==> src/kmt_ram.sv <==
// Generic single-write, single-read synchronous RAM with registered read data.
// No dependencies.
`default_nettype none
module kmt_ram #(
  parameter int WIDTH = 8,
  parameter int DEPTH = 16
) (
  input  wire logic                     clk,
  input  wire logic                     we,
  input  wire logic [$clog2(DEPTH)-1:0] waddr,
  input  wire logic [WIDTH-1:0]         wdata,
  input  wire logic [$clog2(DEPTH)-1:0] raddr,
  output logic      [WIDTH-1:0]         rdata
);

  logic [WIDTH-1:0] mem [DEPTH];

  always_ff @(posedge clk) begin
    if (we) begin
      mem[waddr] <= wdata;
    end
    rdata <= mem[raddr];
  end

endmodule
`default_nettype wire

==> config.mk <==
export PLATFORM = sky130hd
export DESIGN_NAME = kmt_ram
export DESIGN_NICKNAME = d
export VERILOG_FILES = /design/src/kmt_ram.sv
export SDC_FILE = /design/constraint.sdc
export NUM_CORES = 1
export LEC_CHECK = 0
export BUFFER_PORTS_ARGS = -buffer_cell sky130_fd_sc_hd__buf_2
export CAP_MARGIN = 40
export CORE_ASPECT_RATIO = 0.75
export CORE_MARGIN = 1.5
export CORE_UTILIZATION = 45
export CTS_CLUSTER_DIAMETER = 200
export CTS_CLUSTER_SIZE = 28
export DETAILED_ROUTE_END_ITERATION = 8
export PLACE_DENSITY = 0.69
export SYNTH_ARGS = -nofsm -noshare
export SYNTH_HDL_FRONTEND = slang
export SYNTH_SLANG_ARGS = --single-unit
export TNS_END_PERCENT = 50
==> constraint.sdc <==
create_clock -name clk -period 3.2 [get_ports clk]
set_input_delay 0.48 -clock clk [delete_from_list [all_inputs] [get_ports clk]]
set_output_delay 0.48 -clock clk [all_outputs]
set_load 0.03 [all_outputs]
# Word-level counts from Yosys, hierarchy flattened
# Memory sizes are Yosys's and may differ from the RTL's. A register that Yosys moved wholly into a read port is not among the register bits.
# Index checks and enable logic that the tools add are counted.
# totals
regBits	0
latchBits	0
ram_bits	128
romBits	0
input_bits	18
output_inout_bits	8
elab_cells	3
memories	1
# classes
addsub	0
multipliers	0
n_div	0
n_lt_le_gt_ge	0
n_eq_ne	0
shift	0
muxes	2
bitwise_logic	0
n_reduce_logical	0
# mem_list
memory	depth	width	rd	rd_clocked_by_memory_dff	write_ports	line_no	source
mem	16	8	1	1	1	16	logic [WIDTH-1:0] mem [DEPTH];
# op_table
operator	count
$mux 1	2

# Logic depth before layout (Yosys ltp)
# Gate-level depths: netlist of run 1.
# logic_depth
ltp_word	2
depth_mapped	5
mapped_depth_nobuf	3

# Worst setup path after synthesis of run 1
# Ideal clock, no wire load.
# synth_path
path_kind	input to register
startpoint	in waddr[2]
endpoint	mem mem[0][0] (enable)
setup_time_ps	383
arrival_ps	1590
required_time_ps	2817
path_slack_ps	1227
cell_stages	2
n_path_buf	0
path_cell_list	or3b_2 nor3_1
# synth_lines
item	line_no	source
start: declaration	10	input wire logic [$clog2(DEPTH)-1:0] waddr,
end: declaration	16	
# Straight into the memory's write port.

==> metrics.md, run 1 <==
| Metric | Value |
|---|---|
| Pin count of the biggest net entering global routing | `26` |
| Cells after Synth | `229` |
| First-pass GRT wire length | `roughly 15000 µm` |
| Nets | `296` |
| Max Cap Violations | `0` |
| WHS Endpoint | `mem[11][0]` |
| CTS Buf Count | `17` |
| Clk_skew | `between 0.015 and 0.02 ns` |
| Crit path launch | `raddr[0]` |
| Critical Path Start Type | `primary input` |
| Final slew viol count | `0` |
| Main area contributors after synthesis | `edfxtp_1, mux4_2, mux4_1` |
| RSZ-0062 raised after global routing | `false` |
| Synthesis-to-layout area growth | `19.1%` |
| Syn Std Cell Area | `5150 µm²` |
| Die Footprint | `around 12000 µm²` |
| Sw frac | `about 19%` |
| Multi-input logic area | `1060 µm²` |
| Design area | `6130 µm²` |
| Finished Core Util | `55.6%` |
| Seq/Total Area, Yosys | `77.8%` |
| Hold_buf cts | `0` |
| Pre-antenna DRT Iters | `5` |
| Die Span Y | `around 96 µm` |
| Max incr delay on CP | `0.60 ns` |
| Slew headroom | `approximately 40%` |
| DR DRC count | `0` |
| Post-synth EDFFs | `between 100 and 150` |
| Dpl hpwl | `6300 µm` |
| Max Fclk | `between 500 and 600 MHz` |
| Post-synth top cells | `edfxtp_1, mux4_2, a22oi_1` |
| Hold Path Class | `primary input to flop` |
| Final hold slack | `0.448 ns` |
| GPL Wtd Cong | `0.736` |
| Synthesized flop and latch total | `136` |
| Worst Setup End Kind | `flop` |
| Critical path class | `primary input to flop` |
| P_leak | `between 0.002 and 0.0025 µW` |
| Post-synth cell types | `19` |
| CTS tree | `done` |
| CP required | `3.51 ns` |
| DRT Wirelength | `9850 µm` |
| Yosys top cell area share | `between 70% and 80%` |
| Reg2Reg Launch Point | `mem[11][0]` |
| Synth Flop Type | `edfxtp_1` |
| P_int | `3520 µW` |
| Max Buffers Root-to-Sink | `2` |
| Area leader, netlist | `edfxtp_1` |
| Hold Path Origin | `wdata[0]` |
| Fraction of layout cells with a size suffix above 1 | `30.7%` |
| Post-CTS Setup Inserts | `0` |
| Filler cell count | `around 820` |
| Clock Latency Late Sink | `0.42 ns` |
| Post-synth ARST share | `0%` |
| Final period utilization | `between 50% and 60%` |
| Crit path buffers/inverters | `2` |
| Cell Pwr Density | `approximately 700 nW/µm²` |
| Outcome | `completed` |
| Total clock sinks | `136` |
| Min Tclk post-route | `1.78 ns` |
| Most common cell in the netlist | `edfxtp_1` |
| Vias per std cell | `5.73` |
| Clock power frac | `49.4%` |
| R2r worst-path depth | `3` |
| Worst r2r dst | `rdata[0]` |
| Via count | `2464` |
| Synth Area per Inst | `22.5 µm²` |
| I/O Pins | `26` |
| Net Count, Synth | `247` |
| Vias in the first global route | `around 2400` |
| Switching Power | `844 µW` |
| CP top delay family | `buffers and inverters` |
| Slowest cell on the critical path | `mux4_1` |
| Total gr overflow | `0` |
| Rows | `33` |
| Initial core utilization | `46.7%` |
| H-tree levels | `4` |
| Initial antenna violation count | `0` |
| Comb pwr share | `4.6%` |
| Final setup viols | `0` |
| Storage cell area | `approximately 4000 µm²` |
| Clock slew seen by the registers of the worst setup and hold paths | `0.06 ns` |
| Peak VDD IR | `404 µV` |
| Reg-to-reg setup timing slack | `1.81 ns` |
| Pre-CTS setup slack | `between 0.9 and 1 ns` |
| Post_cts resized | `0` |
| Levels on crit path | `5` |
| Worst hold stages | `1` |
| Final ANT Viol Nets | `0` |
| Die width | `126 µm` |
| CP Max Fanout | `17` |
| Cell Chain, Critical Path | `buf_2, buf_4, mux4_1, a22oi_1, nand2_1` |
| Core area | `approximately 11000 µm²` |
| CTS Root Cell | `clkbuf_16` |
| Input/output buffers | `25` |
| Antenna cell count | `0` |
| Tightest Pin Transition | `0.896 ns` |
| Avg WL per Cell | `22.9 µm` |
| Crit path DAT | `around 2.1 ns` |
| Synthesis warning total | `0` |
| Final number of hold-violating endpoints | `0` |
| Worst setup margin | `1.42 ns` |
| Setup TNS | `0 ns` |
| Iteration-0 DRC Markers | `approximately 250` |
| Area after DPL | `5470 µm²` |
| GRT Util Overall | `18.4%` |
| Reg power frac | `a little under half` |
-- flip-flops by register name, summed over array words and instances, names as in the netlist --
register  flops
mem         128
rdata         8
-- cell usage in the layout (no fill, tap or decap) --
master      Yosys  final
nor2b_1         1      1
clkinv_1        0      1
buf_2           3     25
clkbuf_16       0     17
mux4_2         18     18
or3b_2          1      1
clkinvlp_4      0      3
nor2_1         13     13
edfxtp_1      128    128
nor3_1          4      4
and2_1          1      1
mux4_1         14     14
clkinv_2        0      3
nand3_1         1      1
a22oi_1        16     16
and2b_1         1      1
bufinv_16       0      6
nand2b_1        2      2
nand3b_1        2      2
buf_4           1     15
nand2_1         9      9
clkinv_4        0      1
dfxtp_1         8      8
-- metrics by stage --
| step | power, µW | std cells |
|---|---|---|
| final | 4360 | 430 |
| after global routing | 4480 | 430 |
| after CTS | 4390 | 430 |
| after detailed placement | 2240 | 399 |
| after global placement | 2240 | 394 |
| after floorplan | 2160 | 229 |
-- power by group through the flow --
stage,Clock [µW],Combinational (µW),Sequential (µW)
3_5_place_dp,0,203,2040
4_1_cts,2180,204,2000
6_report,2150,202,2000
5_1_grt,2260,219,2010
2_1_floorplan,0,101,2060
3_3_place_gp,0,198,2040
-- logic make-up (layout without fill, tap and decap cells) --
group | count (synthesis) | in the layout | synth area share [%]
AO/OA/AOI/OAI | 16 | 16 | 2.33
buffers and inverters | 10 | 71 | 1.68
flip-flops | 136 | 136 | 77.8
multiplexers | 32 | 32 | 15.0
AND/OR/NAND/NOR | 35 | 35 | 3.18
-- layout make-up --
type,instances,area share [%]
flip-flops and latches,136,65.3
clock inverters,14,3.76
repair buffers,40,3.88
well taps,140,2.86
multi-input cells,83,17.2
clock buffers,17,6.94
-- routing by layer --
layer	track usage, %	routed length [µm]
met3	4.71	510
met5	0	0
met2	27.0	4390
met4	8.62	129
met1	26.2	4820
-- worst max path at each step --
stage / end / slack, ns
4_1_cts: rdata[3] / 1.40
5_1_grt: rdata[3] / 1.35
3_5_place_dp: rdata[3] / 0.97
3_3_place_gp: rdata[3] / 1.02
6_report: rdata[3] / 1.42
2_1_floorplan: mem[0][0] / 1.23
No activity file was read; power rests on OpenSTA's default activity.
==> run 2, diff against run 1 <==
Settings changed: PLACE_DENSITY 0.69 to 0.71.
Clock period 3.2 ns to 1.52 ns, I/O delays scaled along.
==> run 2 against run 1 <==
Against the previous run: register-to-register slack lost 1.6 ns; clock-buffer cell count rose by 2; combinational power up 120%; sequential cell count stayed put; clock power grew 84%; worst hold slack lost 0.24 ns; non-clock buffer count up 6; cell count increased by 1.4%; critical path type is now flop to flop; critical endpoint unchanged; first-iteration DRC count shrank 0.79%; wire length up 3.6%; setup slack lost 1.2 ns; sequential share of layout area barely moved.
==> metrics.md, run 2 (same netlist as run 1, synthesis figures left out) <==
| Metric | Value |
|---|---|
| Iteration-0 DRC Markers | `250` |
| Worst hold stages | `1` |
| Commonest non-fill, non-tap cell in the layout | `edfxtp_1` |
| Crit path DAT | `1.62 ns` |
| Critical Path Start Type | `flop` |
| Max FFs per register | `128` |
| CP top delay family | `multiplexers` |
| Slew headroom | `44.9%` |
| Final setup viols | `0` |
| Die Footprint | `around 12000 µm²` |
| Largest Register | `mem` |
| Die width | `126 µm` |
| Pre-CTS setup slack | `-0.142 ns` |
| Fraction of layout cells with a size suffix above 1 | `30.4%` |
| Core area | `between 10000 and 15000 µm²` |
| Hold Path Class | `primary input to flop` |
| Final period utilization | `87.4%` |
| Synthesis-to-layout area growth | `19.1%` |
| CTS tree | `done` |
| Area after DPL | `5560 µm²` |
| Dpl hpwl | `6360 µm` |
| P_leak | `approximately 0.0021 µW` |
| Filler cell count | `814` |
| Power Total | `8620 µW` |
| Initial antenna violation count | `0` |
| Final hold slack | `0.208 ns` |
| Worst Setup End Kind | `flop` |
| Most frequent cells in the layout | `edfxtp_1, buf_2, mux4_2, buf_4, clkbuf_16` |
| Levels on crit path | `3` |
| Antenna cell count | `0` |
| Met1 wire length | `~4600 µm` |
| Design area | `6130 µm²` |
| Hold_buf cts | `0` |
| Met2 WL | `~4700 µm` |
| GPL Wtd Cong | `0.752` |
| R2r worst-path depth | `3` |
| DR top layer | `met4` |
| CP Max Fanout | `1` |
| Min Tclk post-route | `roughly 1.3 ns` |
| Rows | `33` |
| DR DRC count | `0` |
| Final slew viol count | `0` |
| Clk_skew | `0.00396 ns` |
| Reg-to-reg setup timing slack | `0.19 ns` |
| Peak VDD IR | `slightly above 800 µV` |
| Vias in the first global route | `2583` |
| Vias per std cell | `5.61` |
| DRT Wirelength | `10200 µm` |
| Nets | `302` |
| Slowest cell on the critical path | `mux4_1` |
| H-tree levels | `4` |
| Crit path buffers/inverters | `0` |
| Die Span Y | `roughly 96 µm` |
| Worst setup margin | `0.191 ns` |
| Max Buffers Root-to-Sink | `2` |
| Post_cts resized | `0` |
| Tightest Pin Transition | `0.825 ns` |
| Cell Pwr Density | `roughly 1400 nW/µm²` |
| GRT Util Overall | `18.9%` |
| Total gr overflow | `0` |
| Met3 wire length | `872 µm` |
| Input/output buffers | `25` |
| Critical path class | `flop to flop` |
| Max Cap Violations | `0` |
| Largest regs | `mem (128), rdata (8)` |
| Total clock sinks | `between 100 and 150` |
| Cell Chain, Critical Path | `mux4_1, a22oi_1, nand2_1` |
| Avg WL per Cell | `between 20 and 25 µm` |
| CTS Root Cell | `clkbuf_16` |
| Clock Latency Late Sink | `0.41 ns` |
| Pre-antenna DRT Iters | `4` |
| RSZ-0062 raised after global routing | `false` |
| Post-CTS Setup Inserts | `0` |
| Outcome | `completed` |
| I/O Pins | `26` |
| First-pass GRT wire length | `approximately 16000 µm` |
| Final number of hold-violating endpoints | `0` |
| Clock slew seen by the registers of the worst setup and hold paths | `0.05 ns` |
| Pin count of the biggest net entering global routing | `23` |
| Initial core utilization | `between 40% and 50%` |
| CTS Buf Count | `17` |
| Via count | `~2400` |
| Max incr delay on CP | `0.53 ns` |
| Final ANT Viol Nets | `0` |
| Max Fclk | `753 MHz` |
| CP required | `1.81 ns` |
[run 2: changes by cell type in the layout (fill, tap and decap cells not counted), moves of 2 or more]
cell,delta
bufinv_16,-3
buf_4,+3
clkbuf_1,+2
buf_12,+3
clkinv_1,+4
[run 2: power breakdown]
part           internal, µW  leakage, µW  switching [µW]
Sequential             4190      0.00122            29.7
Clock                  2530     0.000270            1430
Combinational           176     0.000596             262
Total                  6900      0.00209            1720
[run 2: path summary, 6_finish.rpt]
| path | to | start |
|---|---|---|
| hold / removal | mem[14][5] | wdata[5] |
| setup / recovery | rdata[3] | mem[9][3] |
| hold reg to reg | rdata[5] | mem[11][5] |
| setup reg to reg | rdata[3] | mem[9][3] |
[run 2: metal layers]
| metal | vias to the layer above | track usage (%) |
|---|---|---|
| li1 | 1081 | - |
| met3 | 12 | 4.77 |
| met2 | 88 | 27.8 |
| met4 | 0 | 7.47 |
| met1 | 1266 | 27.5 |
| met5 | - | 0 |
[run 2: metrics by stage]
stage,std cells,TNS (ns),util (%)
floorplan,229,0,-
global placement,405,-0.343,50.4
detailed placement,405,-0.412,50.4
CTS,436,0,55.6
global route,436,0,55.6
finish,436,0,55.6
[run 2: cell type report]
type                       instances  area (µm²)  share of cell area, %
clock inverter                    12         134                   2.18
timing repair buffer              46         320                   5.23
clock buffer                      19         433                   7.06
tap                              140         175                   2.86
sequential                       136        4000                   65.3
multi-input combinational         83        1060                   17.3
==> run 3, diff against run 2 <==
Settings changed: SETUP_SLACK_MARGIN from default to 0.5.
==> run 3 against run 2 <==
Against the previous run: power rose by 4.7%; largest cell class unchanged; via count down 0.25%; clock skew up 0.0040 ns; critical path type unchanged; cell area up 4.3%; largest power group is now the clock network; critical endpoint unchanged.
==> metrics.md, run 3 (same netlist as run 1, synthesis figures left out) <==
| Metric | Value |
|---|---|
| First-pass GRT wire length | `around 16000 µm` |
| Clock Latency Late Sink | `0.41 ns` |
| Commonest non-fill, non-tap cell in the layout | `edfxtp_1` |
| Comb pwr share | `about 5.7%` |
| Cell Pwr Density | `1410 nW/µm²` |
| Largest Register | `mem` |
| Sw frac | `19.3%` |
| Clock slew seen by the registers of the worst setup and hold paths | `0.06 ns` |
| P_int | `7290 µW` |
| DR DRC count | `0` |
| GRT Util Overall | `between 10% and 20%` |
| Avg WL per Cell | `23.2 µm` |
| Hold_buf cts | `0` |
| Via count | `between 2000 and 2500` |
| Pre-antenna DRT Iters | `4` |
| Met1 GRT Util | `26.0%` |
| Die Footprint | `12100 µm²` |
| CTS tree | `done` |
| Worst setup margin | `0.249 ns` |
| GR peak layer | `met2` |
| Final slew viol count | `0` |
| Final number of hold-violating endpoints | `0` |
| Dpl hpwl | `6240 µm` |
| CP required | `~1.8 ns` |
| Clk_skew | `0.00793 ns` |
| GPL Wtd Cong | `about 0.79` |
| Total gr overflow | `0` |
| Total clock sinks | `136` |
| Die width | `around 130 µm` |
| Pre-CTS setup slack | `-0.0946 ns` |
| Slew headroom | `32.9%` |
| Filler cell count | `776` |
| Vias per std cell | `~5.6` |
| I/O Pins | `26` |
| Switching Power | `approximately 1700 µW` |
| Largest regs | `mem (128), rdata (8)` |
| P_leak | `approximately 0.0021 µW` |
| DRT Wirelength | `10200 µm` |
| Critical path class | `flop to flop` |
| Finished Core Util | `58.0%` |
| Met3 GRT Util | `6.29%` |
| H-tree levels | `4` |
| Fraction of layout cells with a size suffix above 1 | `between 40% and 50%` |
| Core area | `~11000 µm²` |
| Crit path DAT | `1.57 ns` |
| Rows | `33` |
| Reg power frac | `46.9%` |
| Initial core utilization | `46.7%` |
| Hold Path Class | `primary input to flop` |
| CTS Buf Count | `17` |
| Critical Path Start Type | `flop` |
| Synthesis-to-layout area growth | `24.2%` |
| Peak VDD IR | `1380 µV` |
| Post-CTS Setup Inserts | `0` |
| Max Buffers Root-to-Sink | `2` |
| Vias in the first global route | `2598` |
| Final setup viols | `0` |
| Initial antenna violation count | `0` |
| Worst Setup End Kind | `flop` |
| RSZ-0062 raised after global routing | `true` |
| Clock power frac | `a little under half` |
| Final ANT Viol Nets | `0` |
| Iteration-0 DRC Markers | `296` |
| Final period utilization | `83.6%` |
| Pin count of the biggest net entering global routing | `18` |
| Die Span Y | `about 96 µm` |
| CTS Root Cell | `clkbuf_16` |
| Input/output buffers | `25` |
| Met2 usage | `28.7%` |
| Antenna cell count | `0` |
| Min Tclk post-route | `1.27 ns` |
| CP Max Fanout | `1` |
| Final hold slack | `~0.21 ns` |
| Outcome | `completed` |
| Nets | `between 300 and 400` |
| Tightest Pin Transition | `1.00 ns` |
| Most frequent cells in the layout | `edfxtp_1, mux4_2, clkbuf_16, buf_2, buf_4` |
| Max Cap Violations | `0` |
| Max Fclk | `787 MHz` |
| Max FFs per register | `128` |
[run 3: changes by cell type in the layout (fill, tap and decap cells not counted), moves of 4 or more]
cell     previous run  this run
a22oi_1            16         7
a22oi_2             0         9
buf_12              3        10
buf_2              25        17
buf_4              18        12
buf_6               0         8
dfxtp_1             8         1
dfxtp_2             0         7
mux4_1             14         1
mux4_2             18        31
nor2_1             13         8
nor2_2              0         4
nor3_4              0         4
[run 3: worst paths after layout]
path	from	to	slack [ns]	cells past startpoint
max	mem[3][3]	rdata[3]	0.25	3
max reg2reg	mem[3][3]	rdata[3]	0.25	3
min	wdata[3]	mem[0][3]	0.21	1
min reg2reg	mem[7][2]	rdata[2]	0.67	3
[run 3: area by class of cell]
| type | count | area [µm²] | share of cell area (%) |
|---|---|---|---|
| sequential | 136 | 4010 | 62.7 |
| timing repair buffer | 47 | 465 | 7.28 |
| clock buffer | 23 | 478 | 7.47 |
| clock inverter | 9 | 145 | 2.27 |
| tap | 140 | 175 | 2.74 |
| multi-input combinational | 83 | 1120 | 17.5 |
[run 3: metrics by stage]
step,instance area [µm²],instances,setup TNS (ns),power (µW)
after CTS,6330,438,0,9070
after floorplan,5190,229,0,4580
after detailed placement,5670,406,-0.157,4770
after global placement,5670,406,-0.0839,4760
after global routing,6390,438,0,9300
final,6390,438,0,9030
[run 3: power groups by stage]
stage	registers [µW]	logic, µW	clock network [µW]
3_3_place_gp	4300	465	0
5_1_grt	4240	554	4500
4_1_cts	4230	497	4350
2_1_floorplan	4340	239	0
6_report	4240	517	4280
3_5_place_dp	4300	474	0
[run 3: metal layers]
metal / share of wire [%] / wire length (µm) / vias to the layer above
met5: 0 / 0 / -
met4: 1.0 / 106 / 0
met3: 9.7 / 988 / 12
met2: 48 / 4890 / 117
met1: 41 / 4170 / 1236
li1: - / - / 1076
[run 3: repair_timing]
| item | CTS | global route |
|---|---|---|
| setup endpoints to repair | 24 | 37 |
| hold endpoints to repair | 0 | 0 |
| gates cloned | 0 | 0 |
| gates resized for setup | 14 | 23 |
| pin swaps | 0 | 2 |
[run 3: critical path, cell delays in order (launching register included)]
cell and delay (ns):
edfxtp_1 0.37, mux4_2 0.49, a22oi_2 0.22, nand2_1 0.07
